$ cat src/hw/rtl/srt_pkg.sv
// shared types and constants for the signature rule tokenizer
// no dependencies; used by every module of the block and by its checker
package srt_pkg;

  localparam int KEYWORD_BYTES = 8;
  localparam int CFG_DATA_W    = 64;
  localparam int CFG_INDEX_W   = 2;

  // configuration register indexes
  localparam logic [CFG_INDEX_W-1:0] REG_KW1_TEXT = 2'd0;
  localparam logic [CFG_INDEX_W-1:0] REG_KW1_LEN  = 2'd1;
  localparam logic [CFG_INDEX_W-1:0] REG_KW2_TEXT = 2'd2;
  localparam logic [CFG_INDEX_W-1:0] REG_KW2_LEN  = 2'd3;

  // reset values: "include" and "sig"
  localparam logic [CFG_DATA_W-1:0] KW1_TEXT_RESET = 64'd28539428140183145;
  localparam logic [3:0]            KW1_LEN_RESET  = 4'd7;
  localparam logic [CFG_DATA_W-1:0] KW2_TEXT_RESET = 64'd6777203;
  localparam logic [3:0]            KW2_LEN_RESET  = 4'd3;

  // token kinds
  localparam logic [3:0] KIND_TEXT   = 4'd0;
  localparam logic [3:0] KIND_END    = 4'd1;
  localparam logic [3:0] KIND_KW1    = 4'd2;
  localparam logic [3:0] KIND_KW2    = 4'd3;
  localparam logic [3:0] KIND_IDENT  = 4'd4;
  localparam logic [3:0] KIND_STRING = 4'd5;
  localparam logic [3:0] KIND_COLON  = 4'd6;
  localparam logic [3:0] KIND_LBRACE = 4'd7;
  localparam logic [3:0] KIND_RBRACE = 4'd8;
  localparam logic [3:0] KIND_LPAREN = 4'd9;
  localparam logic [3:0] KIND_RPAREN = 4'd10;
  localparam logic [3:0] KIND_EQUALS = 4'd11;
  localparam logic [3:0] KIND_DOT    = 4'd12;
  localparam logic [3:0] KIND_ERROR  = 4'd13;

  // characters
  localparam logic [7:0] CH_UNDER  = 8'h5F;
  localparam logic [7:0] CH_COLON  = 8'h3A;
  localparam logic [7:0] CH_LBRACE = 8'h7B;
  localparam logic [7:0] CH_RBRACE = 8'h7D;
  localparam logic [7:0] CH_LPAREN = 8'h28;
  localparam logic [7:0] CH_RPAREN = 8'h29;
  localparam logic [7:0] CH_EQUALS = 8'h3D;
  localparam logic [7:0] CH_DOT    = 8'h2E;
  localparam logic [7:0] CH_QUOTE  = 8'h22;

  localparam int MAX_RESULTS = 3;

  typedef struct packed {
    logic [3:0] kind;
    logic [7:0] data;
    logic       valid;
  } result_t;

  typedef struct packed {
    result_t [MAX_RESULTS-1:0] res;   // res[0] goes out first
    logic [1:0]                count;
  } batch_t;

endpackage

$ cat src/hw/rtl/srt_scan.sv
// scanner state and per-byte token decode for the signature rule tokenizer
// depends on srt_pkg; produces the batch of up to three results for one item
module srt_scan #(
  parameter int KEYWORD_BYTES = srt_pkg::KEYWORD_BYTES
) (
  input  logic                         clk,
  input  logic                         rst,
  input  logic                         step,
  input  logic [7:0]                   data_byte,
  input  logic                         byte_present,
  input  logic                         end_of_text,
  input  logic [8*KEYWORD_BYTES-1:0]   kw1_text,
  input  logic [3:0]                   kw1_len,
  input  logic [8*KEYWORD_BYTES-1:0]   kw2_text,
  input  logic [3:0]                   kw2_len,
  output srt_pkg::batch_t              batch
);

  localparam logic [1:0] MODE_IDLE = 2'd0;
  localparam logic [1:0] MODE_WORD = 2'd1;
  localparam logic [1:0] MODE_STR  = 2'd2;
  localparam logic [1:0] MODE_DROP = 2'd3;

  logic [1:0] scan_mode, scan_mode_next;
  logic [3:0] word_length, word_length_next;
  logic [1:0] match_flags, match_flags_next;

  function automatic logic kw_ok(input logic [8*KEYWORD_BYTES-1:0] text,
                                 input logic [3:0] idx, input logic [7:0] c);
    logic r;
    r = 1'b0;
    for (int i = 0; i < KEYWORD_BYTES; i++) begin
      if (idx == 4'(i)) r = (text[8*i +: 8] == c);
    end
    return r;
  endfunction

  function automatic logic [3:0] close_kind_of(input logic [1:0] flags,
                                               input logic [3:0] wlen);
    logic [3:0] k;
    k = srt_pkg::KIND_IDENT;
    if (flags[0] && kw1_len <= 4'(KEYWORD_BYTES) && wlen == kw1_len) begin
      k = srt_pkg::KIND_KW1;
    end else if (flags[1] && kw2_len <= 4'(KEYWORD_BYTES) && wlen == kw2_len) begin
      k = srt_pkg::KIND_KW2;
    end
    return k;
  endfunction

  logic is_space, is_alpha, is_word;
  assign is_space = (data_byte == 8'h20) || (data_byte >= 8'h09 && data_byte <= 8'h0D);
  assign is_alpha = (data_byte >= 8'h41 && data_byte <= 8'h5A) ||
                    (data_byte >= 8'h61 && data_byte <= 8'h7A);
  assign is_word  = is_alpha || (data_byte >= 8'h30 && data_byte <= 8'h39) ||
                    (data_byte == srt_pkg::CH_UNDER);

  always_comb begin
    logic [1:0] mode_v;
    logic [3:0] wlen_v;
    logic [1:0] flags_v;
    logic [1:0] n;
    logic       do_start;
    logic       do_word;
    logic       do_close;
    logic [3:0] close_kind;
    srt_pkg::result_t [srt_pkg::MAX_RESULTS-1:0] res;

    mode_v   = scan_mode;
    wlen_v   = word_length;
    flags_v  = match_flags;
    n        = 2'd0;
    do_start = 1'b0;
    do_word  = 1'b0;
    do_close = 1'b0;
    res      = '0;

    // kind that closes the word held in the state registers
    close_kind = srt_pkg::KIND_IDENT;
    if (match_flags[0] && kw1_len <= 4'(KEYWORD_BYTES) && word_length == kw1_len) begin
      close_kind = srt_pkg::KIND_KW1;
    end else if (match_flags[1] && kw2_len <= 4'(KEYWORD_BYTES) &&
                 word_length == kw2_len) begin
      close_kind = srt_pkg::KIND_KW2;
    end

    if (byte_present) begin
      unique case (scan_mode)
        MODE_WORD: begin
          if (is_word) begin
            do_word = 1'b1;
          end else begin
            do_close = 1'b1;
            do_start = 1'b1;
          end
        end
        MODE_STR: begin
          if (data_byte == srt_pkg::CH_QUOTE) begin
            res[n] = '{srt_pkg::KIND_STRING, 8'd0, 1'b0};
            n = n + 2'd1;
            mode_v = MODE_IDLE;
          end else begin
            res[n] = '{srt_pkg::KIND_TEXT, data_byte, 1'b1};
            n = n + 2'd1;
          end
        end
        MODE_DROP: begin
        end
        default: begin
          do_start = 1'b1;
        end
      endcase
    end

    // byte that ends a word closes it first
    if (do_close) begin
      res[n] = '{close_kind, 8'd0, 1'b0};
      n = n + 2'd1;
      mode_v  = MODE_IDLE;
      wlen_v  = 4'd0;
      flags_v = 2'b11;
    end

    if (do_start && !is_space) begin
      if (is_alpha || data_byte == srt_pkg::CH_UNDER) begin
        mode_v  = MODE_WORD;
        wlen_v  = 4'd0;
        flags_v = 2'b11;
        do_word = 1'b1;
      end else begin
        unique case (data_byte)
          srt_pkg::CH_COLON:  begin res[n] = '{srt_pkg::KIND_COLON, 8'd0, 1'b0};  n = n + 2'd1; end
          srt_pkg::CH_LBRACE: begin res[n] = '{srt_pkg::KIND_LBRACE, 8'd0, 1'b0}; n = n + 2'd1; end
          srt_pkg::CH_RBRACE: begin res[n] = '{srt_pkg::KIND_RBRACE, 8'd0, 1'b0}; n = n + 2'd1; end
          srt_pkg::CH_LPAREN: begin res[n] = '{srt_pkg::KIND_LPAREN, 8'd0, 1'b0}; n = n + 2'd1; end
          srt_pkg::CH_RPAREN: begin res[n] = '{srt_pkg::KIND_RPAREN, 8'd0, 1'b0}; n = n + 2'd1; end
          srt_pkg::CH_EQUALS: begin res[n] = '{srt_pkg::KIND_EQUALS, 8'd0, 1'b0}; n = n + 2'd1; end
          srt_pkg::CH_DOT:    begin res[n] = '{srt_pkg::KIND_DOT, 8'd0, 1'b0};    n = n + 2'd1; end
          srt_pkg::CH_QUOTE:  begin mode_v = MODE_STR; end
          default: begin
            res[n] = '{srt_pkg::KIND_ERROR, data_byte, 1'b1};
            n = n + 2'd1;
            mode_v = MODE_DROP;
          end
        endcase
      end
    end

    if (do_word) begin
      if (!kw_ok(kw1_text, wlen_v, data_byte)) flags_v[0] = 1'b0;
      if (!kw_ok(kw2_text, wlen_v, data_byte)) flags_v[1] = 1'b0;
      if (wlen_v != 4'd15) wlen_v = wlen_v + 4'd1;
      res[n] = '{srt_pkg::KIND_TEXT, data_byte, 1'b1};
      n = n + 2'd1;
    end

    if (end_of_text) begin
      if (mode_v == MODE_WORD) begin
        // a word can only still be open here if no byte closed it
        res[n] = '{close_kind_of(flags_v, wlen_v), 8'd0, 1'b0};
        n = n + 2'd1;
      end else if (mode_v == MODE_STR) begin
        res[n] = '{srt_pkg::KIND_STRING, 8'd0, 1'b0};
        n = n + 2'd1;
      end
      res[n] = '{srt_pkg::KIND_END, 8'd0, 1'b0};
      n = n + 2'd1;
      mode_v  = MODE_IDLE;
      wlen_v  = 4'd0;
      flags_v = 2'b11;
    end

    batch.res        = res;
    batch.count      = n;
    scan_mode_next   = mode_v;
    word_length_next = wlen_v;
    match_flags_next = flags_v;
  end

  always_ff @(posedge clk) begin
    if (rst) begin
      scan_mode   <= MODE_IDLE;
      word_length <= 4'd0;
      match_flags <= 2'b11;
    end else if (step) begin
      scan_mode   <= scan_mode_next;
      word_length <= word_length_next;
      match_flags <= match_flags_next;
    end
  end

endmodule

$ cat src/hw/rtl/srt_batch.sv
// result register for the signature rule tokenizer: holds one item's batch
// depends on srt_pkg; shifts results out one per transfer
module srt_batch (
  input  logic             clk,
  input  logic             rst,
  input  logic             load,
  input  srt_pkg::batch_t  batch_in,
  input  logic             out_ready,
  output logic             out_valid,
  output srt_pkg::result_t out_res,
  output logic             out_last,
  output logic             free
);

  srt_pkg::result_t [srt_pkg::MAX_RESULTS-1:0] slots;
  logic [1:0] count;
  logic       pop;

  assign out_valid = (count != 2'd0);
  assign out_res   = slots[0];
  assign out_last  = (count == 2'd1);
  assign pop       = out_valid && out_ready;
  assign free      = (count == 2'd0) || (count == 2'd1 && out_ready);

  always_ff @(posedge clk) begin
    if (rst) begin
      count <= 2'd0;
    end else if (load) begin
      count <= batch_in.count;
    end else if (pop) begin
      count <= count - 2'd1;
    end
  end

  always_ff @(posedge clk) begin
    if (load) begin
      slots <= batch_in.res;
    end else if (pop) begin
      for (int i = 0; i < srt_pkg::MAX_RESULTS - 1; i++) begin
        slots[i] <= slots[i+1];
      end
    end
  end

endmodule

$ cat src/hw/rtl/signature_rule_tokenizer_unit.sv
// top level of the signature rule tokenizer: input register, keyword registers,
// scanner and result register; depends on srt_pkg, srt_scan and srt_batch
//
// Streams rule text one byte per input transfer and emits tokens: word and
// string bytes pass through as text results, each word or string is closed by
// a KW1, KW2, IDENT or STRING token, punctuation gives its own token, a bad
// start byte gives an error token and the rest of the text is dropped, and the
// end of the text gives END. An accepted item is held in the input register,
// is decoded combinationally into up to three results held in the result
// register, and those leave one per output transfer. The block takes one item
// per cycle as long as each item yields at most one result and the output is
// not stalled; an item yielding more results (at most three) holds up the next
// one until all but its last result have left, which is what sets the rate.
// Items yielding no result (whitespace, dropped bytes) never wait for the output.
// The keyword registers may be written only while the block is idle.
module signature_rule_tokenizer_unit #(
  parameter int KEYWORD_BYTES = srt_pkg::KEYWORD_BYTES
) (
  input  logic                               clk,
  input  logic                               rst,
  // input stream
  input  logic                               s_tvalid,
  output logic                               s_tready,
  input  logic [7:0]                         s_tdata,   // [7:0] data_byte
  input  logic                               s_tuser,   // [0] byte_present
  input  logic                               s_tlast,   // end_of_text
  // token stream
  output logic                               m_tvalid,
  input  logic                               m_tready,
  output logic [15:0]                        m_tdata,   // [7:0] text_byte, [8] text_valid
  output logic [3:0]                         m_tuser,   // [3:0] token_kind
  output logic                               m_tlast,   // last_of_run
  // keyword register writes
  input  logic                               cfg_valid,
  output logic                               cfg_ready,
  input  logic [srt_pkg::CFG_INDEX_W-1:0]    cfg_index,
  input  logic [srt_pkg::CFG_DATA_W-1:0]     cfg_data
);

  localparam int KW_W = 8 * KEYWORD_BYTES;

  // keyword registers, only the bytes a word can ever be compared with
  logic [KW_W-1:0] kw1_text, kw2_text;
  logic [3:0]      kw1_len, kw2_len;

  assign cfg_ready = 1'b1;

  always_ff @(posedge clk) begin
    if (rst) begin
      kw1_text <= srt_pkg::KW1_TEXT_RESET[KW_W-1:0];
      kw1_len  <= srt_pkg::KW1_LEN_RESET;
      kw2_text <= srt_pkg::KW2_TEXT_RESET[KW_W-1:0];
      kw2_len  <= srt_pkg::KW2_LEN_RESET;
    end else if (cfg_valid && cfg_ready) begin
      unique case (cfg_index)
        srt_pkg::REG_KW1_TEXT: kw1_text <= cfg_data[KW_W-1:0];
        srt_pkg::REG_KW1_LEN:  kw1_len  <= cfg_data[3:0];
        srt_pkg::REG_KW2_TEXT: kw2_text <= cfg_data[KW_W-1:0];
        srt_pkg::REG_KW2_LEN:  kw2_len  <= cfg_data[3:0];
        default: ;
      endcase
    end
  end

  // input register
  logic       in_full;
  logic [7:0] in_byte;
  logic       in_present;
  logic       in_end;
  logic       advance;
  logic       batch_free;
  logic       load;
  srt_pkg::batch_t  batch;
  srt_pkg::result_t head;
  logic             head_last;

  // an item moves on when the result register can take its batch, or at once
  // when it yields nothing
  assign advance  = in_full && (batch_free || batch.count == 2'd0);
  assign load     = advance && batch.count != 2'd0;
  assign s_tready = !in_full || advance;

  always_ff @(posedge clk) begin
    if (rst) begin
      in_full <= 1'b0;
    end else if (s_tready) begin
      in_full <= s_tvalid;
    end
  end

  always_ff @(posedge clk) begin
    if (s_tvalid && s_tready) begin
      in_byte    <= s_tdata;
      in_present <= s_tuser;
      in_end     <= s_tlast;
    end
  end

  srt_scan #(
    .KEYWORD_BYTES(KEYWORD_BYTES)
  ) u_scan (
    .clk          (clk),
    .rst          (rst),
    .step         (advance),
    .data_byte    (in_byte),
    .byte_present (in_present),
    .end_of_text  (in_end),
    .kw1_text     (kw1_text),
    .kw1_len      (kw1_len),
    .kw2_text     (kw2_text),
    .kw2_len      (kw2_len),
    .batch        (batch)
  );

  srt_batch u_batch (
    .clk       (clk),
    .rst       (rst),
    .load      (load),
    .batch_in  (batch),
    .out_ready (m_tready),
    .out_valid (m_tvalid),
    .out_res   (head),
    .out_last  (head_last),
    .free      (batch_free)
  );

  assign m_tdata = {7'd0, head.valid, head.data};
  assign m_tuser = head.kind;
  assign m_tlast = head_last;

endmodule

$ cat config.mk
export PLATFORM = sky130hd
export DESIGN_NAME = signature_rule_tokenizer_unit
export DESIGN_NICKNAME = d
export VERILOG_FILES = /design/src/hw/rtl/srt_pkg.sv /design/src/hw/rtl/srt_scan.sv /design/src/hw/rtl/srt_batch.sv /design/src/hw/rtl/signature_rule_tokenizer_unit.sv
export SDC_FILE = /design/constraint.sdc
export NUM_CORES = 1
export LEC_CHECK = 0
export ABC_CLOCK_PERIOD_IN_PS = 9100
export BUFFER_PORTS_ARGS = -buffer_cell sky130_fd_sc_hd__buf_2
export CAP_MARGIN = 20
export CORE_MARGIN = 4
export CORE_UTILIZATION = 40
export CTS_BUF_LIST = sky130_fd_sc_hd__clkbuf_4 sky130_fd_sc_hd__clkbuf_8
export DETAILED_ROUTE_END_ITERATION = 10
export PLACE_DENSITY_LB_ADDON = 0.3
export SYNTH_ARGS = -nofsm -noshare
export SYNTH_HDL_FRONTEND = slang
export SYNTH_SLANG_ARGS = --single-unit
$ cat constraint.sdc
create_clock -name clk -period 9.1 [get_ports clk]
set_clock_uncertainty 0.1 [all_clocks]
set_input_delay 1.365 -clock clk [delete_from_list [all_inputs] [get_ports clk]]
set_output_delay 1.365 -clock clk [all_outputs]
set_load 0.05 [all_outputs]
==> results.txt, run 1 <==
The run finished with clean final reports. Net switching is 36.3% of the power. Across the run, the number of max-cap violations was 0. The run gives 46100 um as the global-route wire length before repair.

The post-route standard cell area excluding fillers is 11800 um2, and the maximum buffer depth of the clock tree is 2. The fraction of registers with async set or reset after synthesis is 0%, and the detailed placement HPWL is 20100 um. The worst-case setup margin in the final layout is 1560 ps, and the post-layout net count is 1409. The commonest cells after synthesis are 293 x sky130_fd_sc_hd__nand2_1, 147 x sky130_fd_sc_hd__dfxtp_1, 123 x sky130_fd_sc_hd__a21oi_1.

The count of placed standard cells in the final layout, fillers left out came out at 1664. The root buffer cell was sky130_fd_sc_hd__clkbuf_8. The initial antenna violation count was 0. Dividing total power by cell area gives a power density of 195 nW/um2. From left edge to right edge, the die measures 173 um.

For the number of nets with antenna violations after detailed routing, the log shows 0. The area growth from synthesis to layout is 8.70%, and the number of buffers added to fix hold violations after cts is 0. Along the worst path, the maximum fanout reaches 14. The post-detailed-route DRC marker count was 0; the mean post-synth cell area was 8.49 um2.

TritonCTS created 17 clock buffers. Once the floorplan was initialized, standard cells occupied 40.5% of the core. The I/O pin total was 105. Based on the critical path, the design can be clocked at up to 0.133 GHz. The minimum clock period came out at 7540 ps.

Vias per cell: 5.38. Top cell type by total area after synthesis: sky130_fd_sc_hd__dfxtp_1. The core region is 26800 um2. Setup violations remaining at the end of the flow were counted as 0. The internal power of the cells totals 1.47 mW. The run gives 0 as the count of pins over their slew limit. The switching power total was 0.837 mW; the count of input and output buffers was 96. The count of distinct cell types in the synthesized netlist is 89, and the total of warnings raised by yosys is 0. The nature of the critical path startpoint is a flop.

In this run, the number of DRC markers left after iteration 0 of detailed routing was 612. For this run, the share of the core covered by cells in the final layout is 44.0%. Setup repair after global routing left no endpoint under its margin. Most frequently used flop master after synthesis: sky130_fd_sc_hd__dfxtp_1.

Counting flops and latches in the post-synthesis netlist gives 196. At the end of routability-driven placement, the weighted congestion stood at 0.861. For the number of global-route vias before repair, the log shows 8567.

For the fraction of power consumed by combinational cells, the log shows 29.0%. Clock latency on the worst-skew pair, taken at its later pin, is 480 ps. For the total overflow reported by the global router, the log shows 0. For this design, the sink count on the clock tree is 196.

The number of enable-type register cells in the synthesized netlist came out at 49. The tools report the type of destination of the critical path as a primary output. The leakage dissipation is 4.63 nW. The wire length per cell was 17.3 um. Power comes to 2.30 mW. Global routing used 18.7% of the available tracks across all layers. After clock tree synthesis, the clock-pin slew on the worst setup and hold paths is 110 ps. For this run, the detailed router's first-pass iteration total came to 5. The via count came out at 8949. TritonCTS built the clock tree. Yosys attributes the largest share of cell area to sky130_fd_sc_hd__dfxtp_1 27%, sky130_fd_sc_hd__edfxtp_1 14%, sky130_fd_sc_hd__nand2_1 10%, sky130_fd_sc_hd__xor2_1 7.9%, sky130_fd_sc_hd__a21oi_1 5.7%.

The post-placement worst setup slack was 2010 ps. For the sequential cell fraction of total power, the log shows 46.6%. Post-CTS timing repair inserted 0 buffers for setup.

Summing the sequential cell areas from Yosys gives 40.7% of the chip area. The classification of the worst-slack hold path was reg2reg. At the worst endpoint, the arrival time is 6070 ps. The hold violation total from the final report is 0.

Once placement completed, the tool counted placed cells totaling 1631. For the H-tree level count, the log shows 4. The area fraction of the dominant cell type after synthesis came out at 27.1%. The total inserted antenna cells is 0. The worst max-slew margin expressed relative to the limit was 35.2%; the post-route fraction of the period consumed by the critical path was 82.8%. Type of the setup path with the least slack: reg2out. Entering global routing, the biggest net connects 95 pins. The initialized floorplan defines 60 standard-cell rows.

Post-CTS repair changed the size of 0 cells. The cell with the most instances after synthesis was sky130_fd_sc_hd__nand2_1. The die is 173 um tall. In this run the cell area of the synthesized design comes to 10800 um2.

Summed over all layers, the routed wires come to 28800 um. The tools report the total die area as 29800 um2. IR analysis of the VDD net gives a maximum drop of 0.0761 mV. The setup TNS was 0 ps; the placed instance area was 11400 um2.

Data on the critical path is required at its endpoint by 7640 ps. The number of standard cells after synthesis is 1278, and the share of total power in the clock network is 24.4%. Of the cells placed in the final design, the portion with a size suffix greater than 1 is 13.4%. The transition time of the tightest slew-check pin was 964 ps. The tightest hold path in the finished design has a slack of 372 ps.
layer usage:
metal | GRT usage, % | routed length [um] | vias to the layer above
li1 | - | - | 4427
met4 | 5.25 | 518 | 0
met5 | 0 | 0 | -
met3 | 3.94 | 1720 | 36
met1 | 25.5 | 13200 | 4238
met2 | 30.3 | 13300 | 248
state kept, by name, summed over array words and instances (netlist names):
register	flops
u_batch.count	2
u_scan.scan_mode	2
u_batch.slots	26
kw2_text	64
in_byte	8
kw1_len	4
in_full	1
in_present	1
u_scan.word_length	4
kw1_text	64
in_end	1
kw2_len	4
u_scan.match_flags	2
u_batch.out_res	13
worst max-delay path: stages (launching register included):
cell and delay, ps:
sky130_fd_sc_hd__edfxtp_1 680, sky130_fd_sc_hd__or3_4 500, sky130_fd_sc_hd__o311a_1 350, sky130_fd_sc_hd__a21boi_2 320, sky130_fd_sc_hd__clkinv_1 310, sky130_fd_sc_hd__ha_1 390, sky130_fd_sc_hd__a21oi_1 210, sky130_fd_sc_hd__inv_1 90
sky130_fd_sc_hd__ha_1 270, sky130_fd_sc_hd__or3_1 360, sky130_fd_sc_hd__o21a_1 180, sky130_fd_sc_hd__inv_1 110, sky130_fd_sc_hd__ha_1 230, sky130_fd_sc_hd__mux2_2 290, sky130_fd_sc_hd__ha_1 270, sky130_fd_sc_hd__nand2_1 110
sky130_fd_sc_hd__nor2_1 60, sky130_fd_sc_hd__mux2_4 310, sky130_fd_sc_hd__nor3_1 210, sky130_fd_sc_hd__nand2_1 110, sky130_fd_sc_hd__buf_2 220
path summary, 6_finish.rpt:
| kind | startpoint | end | slack, ps | cells past startpoint |
|---|---|---|---|---|
| setup / recovery | in_byte[0]$_DFFE_PP_ | s_tready | 1560 | 20 |
| hold / removal | kw1_text[41]$_SDFFE_PP0P_ | kw1_text[41]$_SDFFE_PP0P_ | 370 | 2 |
| setup reg to reg | in_byte[0]$_DFFE_PP_ | u_batch.out_res[3]$_DFFE_PP_ | 2000 | 22 |
| hold reg to reg | kw1_text[41]$_SDFFE_PP0P_ | kw1_text[41]$_SDFFE_PP0P_ | 370 | 2 |
logic make-up (layout without fill, tap and decap cells):
| family | after synthesis | after routing | share of synthesized area (%) |
|---|---|---|---|
| compound gates | 236 | 236 | 14.4 |
| xor+xnor | 144 | 144 | 11.8 |
| fa+ha+maj | 18 | 18 | 2.08 |
| buf+inv | 133 | 172 | 5.62 |
| flops | 196 | 196 | 40.7 |
| mux | 11 | 11 | 1.10 |
| other cells | 2 | 8 | 0.0692 |
| simple gates | 538 | 538 | 24.3 |
placed cells by master (no fill, tap or decap), types with 4 or more instances in the layout:
cell type and n:
sky130_fd_sc_hd__o211ai_1 4, sky130_fd_sc_hd__buf_4 17, sky130_fd_sc_hd__nand2_1 293, sky130_fd_sc_hd__a31oi_1 6, sky130_fd_sc_hd__nand2b_1 5, sky130_fd_sc_hd__nand3b_1 49
sky130_fd_sc_hd__xnor2_1 45, sky130_fd_sc_hd__and4_1 4, sky130_fd_sc_hd__mux2i_1 7, sky130_fd_sc_hd__ha_1 18, sky130_fd_sc_hd__nand4b_1 4, sky130_fd_sc_hd__buf_2 95
sky130_fd_sc_hd__nor3b_1 5, sky130_fd_sc_hd__nor4_1 22, sky130_fd_sc_hd__edfxtp_1 49, sky130_fd_sc_hd__nor2_1 45, sky130_fd_sc_hd__a211o_1 6, sky130_fd_sc_hd__nand3_1 21
sky130_fd_sc_hd__conb_1 8, sky130_fd_sc_hd__o21ai_0 20, sky130_fd_sc_hd__xor2_1 98, sky130_fd_sc_hd__a21oi_1 123, sky130_fd_sc_hd__a22o_1 16, sky130_fd_sc_hd__nor2b_1 7
sky130_fd_sc_hd__dfxtp_1 147, sky130_fd_sc_hd__o22ai_1 4, sky130_fd_sc_hd__or2_2 4, sky130_fd_sc_hd__inv_1 25, sky130_fd_sc_hd__and2_1 11, sky130_fd_sc_hd__clkbuf_8 17
sky130_fd_sc_hd__nand4_1 15, sky130_fd_sc_hd__nor4b_1 6, sky130_fd_sc_hd__nor3_1 24
cell type report:
| type | count | area, um2 |
|---|---|---|
| sequential | 196 | 4410 |
| multi-input combinational | 955 | 5860 |
| clock buffer | 20 | 256 |
| clock inverter | 12 | 119 |
| timing repair buffer | 112 | 603 |
| inverter | 28 | 110 |
| tap | 341 | 427 |
| fill | 2659 | 15000 |
power by group through the flow:
| stage | clock network [mW] | registers (mW) | logic (mW) |
|---|---|---|---|
| after floorplan | 0 | 1.07 | 0.567 |
| after CTS | 0.581 | 1.08 | 0.669 |
| after detailed placement | 0 | 1.10 | 0.667 |
| after global placement | 0 | 1.09 | 0.662 |
| final | 0.562 | 1.07 | 0.669 |
| after global routing | 0.612 | 1.09 | 0.733 |
No activity file was read; power rests on OpenSTA's default activity.
==> run 2, diff against run 1 <==
Settings changed: ABC_CLOCK_PERIOD_IN_PS 9100 to 7880.
Clock period 9.1 ns to 7.88 ns, I/O delays scaled along.
==> results.txt, run 2 (same netlist as run 1, synthesis figures left out) <==
The flow ran to the end, and the final reports show no timing, DRC or antenna violations. For the worst-case vdd ir drop, the log shows 0.114 mV. The minimum clock period was 7220 ps. The total global-route track usage came out at 18.8%. The total detailed-routing wirelength came out at 28800 um. The routed layout has 9024 vias. The number of standard-cell rows in the floorplan was 60. On the worst path, the slowest cell contributes a delay of 900 ps. The count of pins over their slew limit was 0. Among all stages on the critical path, the largest delay is contributed by sky130_fd_sc_hd__edfxtp_1.

Summed over all nets, the half-perimeter wirelength after detailed placement is 19600 um. The run gives 5 as the number of detailed-route iterations in the first pass. Setup repair after global routing left no endpoint under its margin.

In this design, the largest share of critical-path delay is due to compound AO/OA/AOI/OAI gates. The run gives 44.2% as the final core area utilization. The top cell types in the final layout, fill and taps aside, are 293 x sky130_fd_sc_hd__nand2_1, 147 x sky130_fd_sc_hd__dfxtp_1, 123 x sky130_fd_sc_hd__a21oi_1, 98 x sky130_fd_sc_hd__xor2_1, 95 x sky130_fd_sc_hd__buf_2. Dividing the detail-routed via count by the number of cells gives 5.42. Leaving out fill and tap cells, the most frequent cell in the layout is sky130_fd_sc_hd__nand2_1. Headroom to the max-slew limit came out at 35.0%. The area growth from synthesis to layout is 9.06%. The core region is 26800 um2. The post-detailed-route DRC marker count was 0; the power per unit of standard cell area was 230 nW/um2. At the pin with the least slew margin, the transition time is 969 ps. The number of cells traversed by the worst register-to-register path works out to 23. For the hold violation total from the final report, the log shows 0. The critical path is of the reg2out type. The count of input and output buffers works out to 96. Dividing the detail-routed wire length by the instance count gives 17.3 um. The maximum number of pins on one net before global-route repair is 83.

For the setup TNS, the log shows 0 ps. Post-layout net count: 1409. In this run the critical register-to-register path is launched from in_byte[2]$_DFFE_PP_.

For the initial antenna violation count, the log shows 0. Along the worst path, the maximum fanout reaches 16. The run gives 196 as the number of clock sinks. Walking the worst path, the cells encountered are o21ai_0 -> a21oi_1 -> a21boi_2 -> clkinv_1 -> ha_1 -> a21oi_1 -> inv_1 -> ha_1 -> or3_1 -> o21a_1 -> inv_1 -> ha_1 -> mux2_2 -> ha_1 -> nand2_1 -> nor2_1 -> mux2_4 -> nor3_1 -> nand2_1 -> buf_2. Clock-pin slew was measured on the worst setup and hold paths at 120 ps. The tools report the number of global-route vias before repair as 8582. After clock tree synthesis, the setup repair step added 0 buffers. In this run the static leakage power is 4.65 nW. The cell repeated most along the worst path is sky130_fd_sc_hd__ha_1.

The congestion estimate from routability-driven global placement came to 0.899. For the number of buffers added to fix hold violations after cts, the log shows 0. The largest registers in the layout are kw1_text: 64 flops, kw2_text: 64 flops, u_batch.slots: 26 flops.

For the worst-skew pair, the clock arrives at the later sink with an insertion delay of 470 ps. The arrival time at the worst endpoint was 5940 ps; the total die area was 29800 um2. The worst hold path was traced through 2 stages. The launch point of the critical path is in_byte[2]$_DFFE_PP_. The height of the die is 173 um, and the number of gates resized after CTS is 0.

0 antenna diodes ended up in the layout. The depth of the critical timing path with buffers and inverters included was 20. The detailed router finished its first iteration with 617 violations. The die width came out at 173 um. In this run the most critical hold path is launched from kw1_text[51]$_SDFFE_PP0P_. The tool flagged a number of max-cap violations equal to 0. Counting the fill cells in the layout gives 2655. The worst path uses 91.7% of the clock period. For this run, the top clock speed supported by timing is 0.138 GHz. The total overflow left after global routing is 0. Setup violations remaining at the end of the flow were counted as 0. The nature of the critical path startpoint is a flop. The H-tree was split into 4 levels. The logs give 2.72 mW for the total chip power and 0 for the number of nets with antenna violations after detailed routing.

The count of buffering cells on the critical path with inverters included was 4. Type of destination of the critical path: a primary output. The maximum buffer depth of the clock tree was 2; the global-route wire length before repair was 46100 um. The number of buffers created by CTS was 17.

The tree is rooted in a sky130_fd_sc_hd__clkbuf_8. For this configuration, the core starts out at a cell density of 40.5%. During I/O placement, the number of pins put on the boundary was 105. The fraction of final layout cells sized beyond drive strength 1 is 13.4%. The tightest min-delay check is of the reg2reg type. Data on the critical path is required at its endpoint by 6600 ps. TritonCTS built the clock tree.
==> run 2: final cells by class <==
| type | instances | area, um2 | share of cell area, % |
|---|---|---|---|
| flip-flops and latches | 196 | 4410 | 37.3 |
| inverters | 28 | 110 | 0.931 |
| well taps | 341 | 427 | 3.61 |
| clock inverters | 14 | 168 | 1.42 |
| multi-input cells | 955 | 5860 | 49.6 |
| repair buffers | 112 | 603 | 5.10 |
| clock buffers | 18 | 248 | 2.09 |
==> run 2: worst register-to-register path, cell delays in order, from the launching register on <==
cell	delay [ps]
sky130_fd_sc_hd__edfxtp_1	900
sky130_fd_sc_hd__o21ai_0	250
sky130_fd_sc_hd__a21oi_1	190
sky130_fd_sc_hd__a21boi_2	350
sky130_fd_sc_hd__clkinv_1	310
sky130_fd_sc_hd__ha_1	390
sky130_fd_sc_hd__a21oi_1	230
sky130_fd_sc_hd__inv_1	90
sky130_fd_sc_hd__ha_1	280
sky130_fd_sc_hd__or3_1	380
sky130_fd_sc_hd__o21a_1	180
sky130_fd_sc_hd__inv_1	120
sky130_fd_sc_hd__ha_1	230
sky130_fd_sc_hd__mux2_2	290
sky130_fd_sc_hd__ha_1	270
sky130_fd_sc_hd__nand2_1	100
sky130_fd_sc_hd__nor2_1	60
sky130_fd_sc_hd__mux2_4	310
sky130_fd_sc_hd__or3b_1	350
sky130_fd_sc_hd__buf_4	250
sky130_fd_sc_hd__inv_6	200
sky130_fd_sc_hd__a21oi_4	70
sky130_fd_sc_hd__inv_1	60
sky130_fd_sc_hd__buf_4	300
==> run 2: final timing paths <==
check / to / slack [ps]
max: s_tready / 660
min: kw1_text[51]$_SDFFE_PP0P_ / 370
max reg2reg: u_batch.slots[16]$_DFFE_PP_ / 1280
min reg2reg: kw1_text[51]$_SDFFE_PP0P_ / 370
==> run 2: power breakdown <==
part	internal, mW	switching [mW]
Clock	0.302	0.395
Combinational	0.254	0.530
Sequential	1.17	0.0599
==> run 2: per-layer routing <==
metal  global-route usage, %  vias up  wire length, um
li1                        -     4438                -
met1                    26.3     4306            13300
met2                    30.3      247            13600
met3                    3.13       33             1360
met4                    5.39        0              474
met5                       0        -                0
==> run 2: per-stage QoR <==
stage,setup slack [ps],hold WS [ps],cells,cell area [um2]
after floorplan,1760,348,1284,10900
after global placement,1400,354,1632,11400
after detailed placement,1220,358,1632,11400
after CTS,679,375,1664,11800
after global routing,193,389,1664,11800
final,656,373,1664,11800
==> run 3, diff against run 2 <==
--- a/constraint.sdc
+++ b/constraint.sdc
@@ -4,2 +4,2 @@
 set_output_delay 1.182 -clock clk [all_outputs]
-set_load 0.05 [all_outputs]
+set_load 0.02 [all_outputs]
==> results.txt, run 3 (same netlist as run 1, synthesis figures left out) <==
The flow ran to the end, and the final reports show no timing, DRC or antenna violations. The global-route wire length before repair came out at 46300 um. The met3 wire length came out at 1520 um. Entering global routing, the biggest net connects 93 pins.

Post-CTS repair changed the size of 0 cells. Number of DRC violations after detailed-routing iteration 0: 774. The tools report the nature of the critical path startpoint as a flop. The count of pins over their slew limit was 0. After detailed routing, the number of vias per cell comes to 5.43.

Wire segments on met2 add up to 13500 um in the final route. The logs give 196 for the number of clock sinks and 0.0940 mV for the worst-case vdd ir drop. For this run, the slowest stage of the critical path takes 590 ps. Tracing the worst setup path back leads to its startpoint at in_byte[3]$_DFFE_PP_. The clock latency reported for the late side of the worst-skew pair is 490 ps.

The worst setup path is captured at a primary output. The library cell used most frequently in the layout, excluding fill and tap cells, is sky130_fd_sc_hd__nand2_1. Cells with a size suffix above 1 make up 13.4% of the layout.

The worst path needs 7100 ps of the cycle, external delays included. The placed instance area is 11400 um2, and the wire length per cell is 17.3 um. In this run the horizontal extent of the chip is 173 um.

The tools report the initial antenna violation count as 0. Counting buffers and inverters, the worst setup path is 20 cells deep. The slowest stage of the critical path is the sky130_fd_sc_hd__edfxtp_1 cell. Pin placement for this block handled 105 I/O pins. After detailed routing, the total wire length is 28800 um. The type of the setup path with the least slack was reg2out.

The worst max-slew margin expressed relative to the limit is 38.6%. Via count: 9038. Highest routed metal layer: met4.

Setup repair after global routing left no endpoint under its margin. The number of global-route vias before repair was 8711; the area growth from synthesis to layout was 8.81%. After floorplanning, the core was sized to cover 26800 um2. Root buffer cell: sky130_fd_sc_hd__clkbuf_8.

The post-route standard cell area excluding fillers is 11800 um2, and the hold violation total from the final report is 0. For the count of buffers added by post-CTS timing repair for setup, the log shows 0. The final estimated routing congestion in global placement was 0.883. The logs give 0 for the total overflow reported by the global router and 60 for the number of standard-cell rows in the floorplan. The signal on the critical path passes through or3_4 -> o311a_1 -> a21boi_2 -> clkinv_1 -> ha_1 -> a21oi_1 -> inv_1 -> ha_1 -> or3_1 -> o21a_1 -> inv_1 -> ha_1 -> mux2_2 -> ha_1 -> nand2_1 -> nor2_1 -> mux2_4 -> nor3_1 -> nand2_1 -> buf_2.

In this run the worst path has a maximum fanout of 15. The tool flagged a number of max-cap violations equal to 0. Setup violations remaining at the end of the flow were counted as 0.

In this run, post-CTS hold repair placed 0 buffers. The post-route fraction of the period consumed by the critical path was 90.1%; the power per unit of standard cell area was 219 nW/um2. The initial utilization of the core area, before any placement, comes to 40.5%. The transition time of the tightest slew-check pin was 921 ps. The count of buffering cells on the critical path with inverters included is 4, and the total inserted antenna cells is 0. Measured on the finished design, the core utilization comes to 44.0%. The pre-antenna-repair detailed-routing pass consisted of 6 iterations. The logs give 1410 for the post-layout net count and 17 for the number of buffers created by CTS. After routing, the total negative slack on setup checks comes to 0 ps. Total global-route track usage: 18.8%. Leaving out fill and tap cells, the most frequent cells in the layout are 293 x sky130_fd_sc_hd__nand2_1, 147 x sky130_fd_sc_hd__dfxtp_1, 123 x sky130_fd_sc_hd__a21oi_1, 98 x sky130_fd_sc_hd__xor2_1, 95 x sky130_fd_sc_hd__buf_2. The worst setup path endpoint is s_tready. The wire-length estimate of the detail-placed layout is 19800 um.

The cell family with the largest share of critical-path delay is simple AND/OR/NAND/NOR gates. The min-delay analysis places its worst path in the category reg2reg. The tools report the total die area as 29800 um2. The logs give 2 for the maximum buffer depth of the clock tree and 4 for the H-tree level count. Measured in cells, the most critical reg-to-reg path has a length of 23.

The count of input and output buffers works out to 96. The detailed-routing wirelength on met1 came out at 13300 um. The run gives 0 as the number of nets with antenna violations after detailed routing. Clock-pin slew was measured on the worst setup and hold paths at 110 ps.

The die is 173 um tall. At the worst endpoint, the arrival time is 5820 ps. The startpoint identified for the worst register-to-register timing path is in_byte[3]$_DFFE_PP_.

Data on the critical path is required at its endpoint by 6600 ps. The startpoint identified for the worst hold timing path is kw1_text[52]$_SDFFE_PP0P_. The analysis attributes to cell leakage a power of 4.63 nW.

The largest registers in the layout are kw1_text: 64 flops, kw2_text: 64 flops, u_batch.slots: 26 flops. The cell repeated most along the worst path was sky130_fd_sc_hd__ha_1. The setup check on the worst reg-to-reg path leaves a slack of 1350 ps.

After detailed routing, the number of remaining DRC violations is 0. Static timing analysis puts the maximum clock frequency at 0.141 GHz. TritonCTS built the clock tree. The terminus of the critical flop-to-flop path is u_batch.slots[21]$_DFFE_PP_.
run 3: cell types whose count changed in the layout (fill, tap and decap cells not counted):
cell                        previous run  this run
sky130_fd_sc_hd__clkbuf_8             18        17
sky130_fd_sc_hd__clkinv_4              0         2
sky130_fd_sc_hd__inv_4                 1         0
sky130_fd_sc_hd__inv_6                 3         4
sky130_fd_sc_hd__inv_12                0         1
sky130_fd_sc_hd__clkbuf_4              0         1
sky130_fd_sc_hd__bufinv_16             2         0
sky130_fd_sc_hd__clkinv_2              3         2
sky130_fd_sc_hd__buf_4                17        18
run 3: worst min-delay path, delay by kind of cell (launching register included):
| kind | cells | cell delay, ps |
|---|---|---|
| AO/OA/AOI/OAI | 1 | 50 |
| AND/OR/NAND/NOR | 1 | 50 |
| flip-flops | 1 | 330 |
run 3: area by class of cell:
class	count	area, um2
Clock inverter	14	139
Tap cell	341	427
Timing Repair Buffer	113	611
Clock buffer	18	241
Sequential cell	196	4410
Multi-Input combinational cell	955	5860
Inverter	28	110
Fill cell	2669	15000
run 3: worst min path at each step:
stage | end | slack [ps] | depth (start not counted)
after detailed placement | kw1_text[59]$_SDFFE_PP0P_ | 360 | 2
after floorplan | kw1_text[12]$_SDFFE_PP0P_ | 350 | 2
after global routing | kw1_text[41]$_SDFFE_PP0P_ | 390 | 2
after CTS | kw1_text[52]$_SDFFE_PP0P_ | 370 | 2
after global placement | kw1_text[8]$_SDFFE_PP0P_ | 360 | 2
final | kw1_text[52]$_SDFFE_PP0P_ | 370 | 2
run 3: per-layer routing:
layer / vias to the layer above / global-route usage [%]
li1: 4437 / -
met1: 4306 / 25.7
met5: - / 0
met4: 0 / 5.25
met3: 40 / 3.37
met2: 255 / 30.7
run 3: report_power, final:
group,switching [mW],internal [mW]
logic,0.440,0.256
registers,0.0608,1.17
clock network,0.415,0.240
run 3: stage by stage:
stage                     setup slack [ps]  power [mW]  std cells  hold slack, ps
final                                  781        2.59       1665             371
after global placement                1420        1.94       1633             356
after floorplan                       1860        1.80       1284             348
after global routing                   383        2.72       1665             393
after CTS                              771        2.60       1665             374
after detailed placement              1340        1.95       1633             360
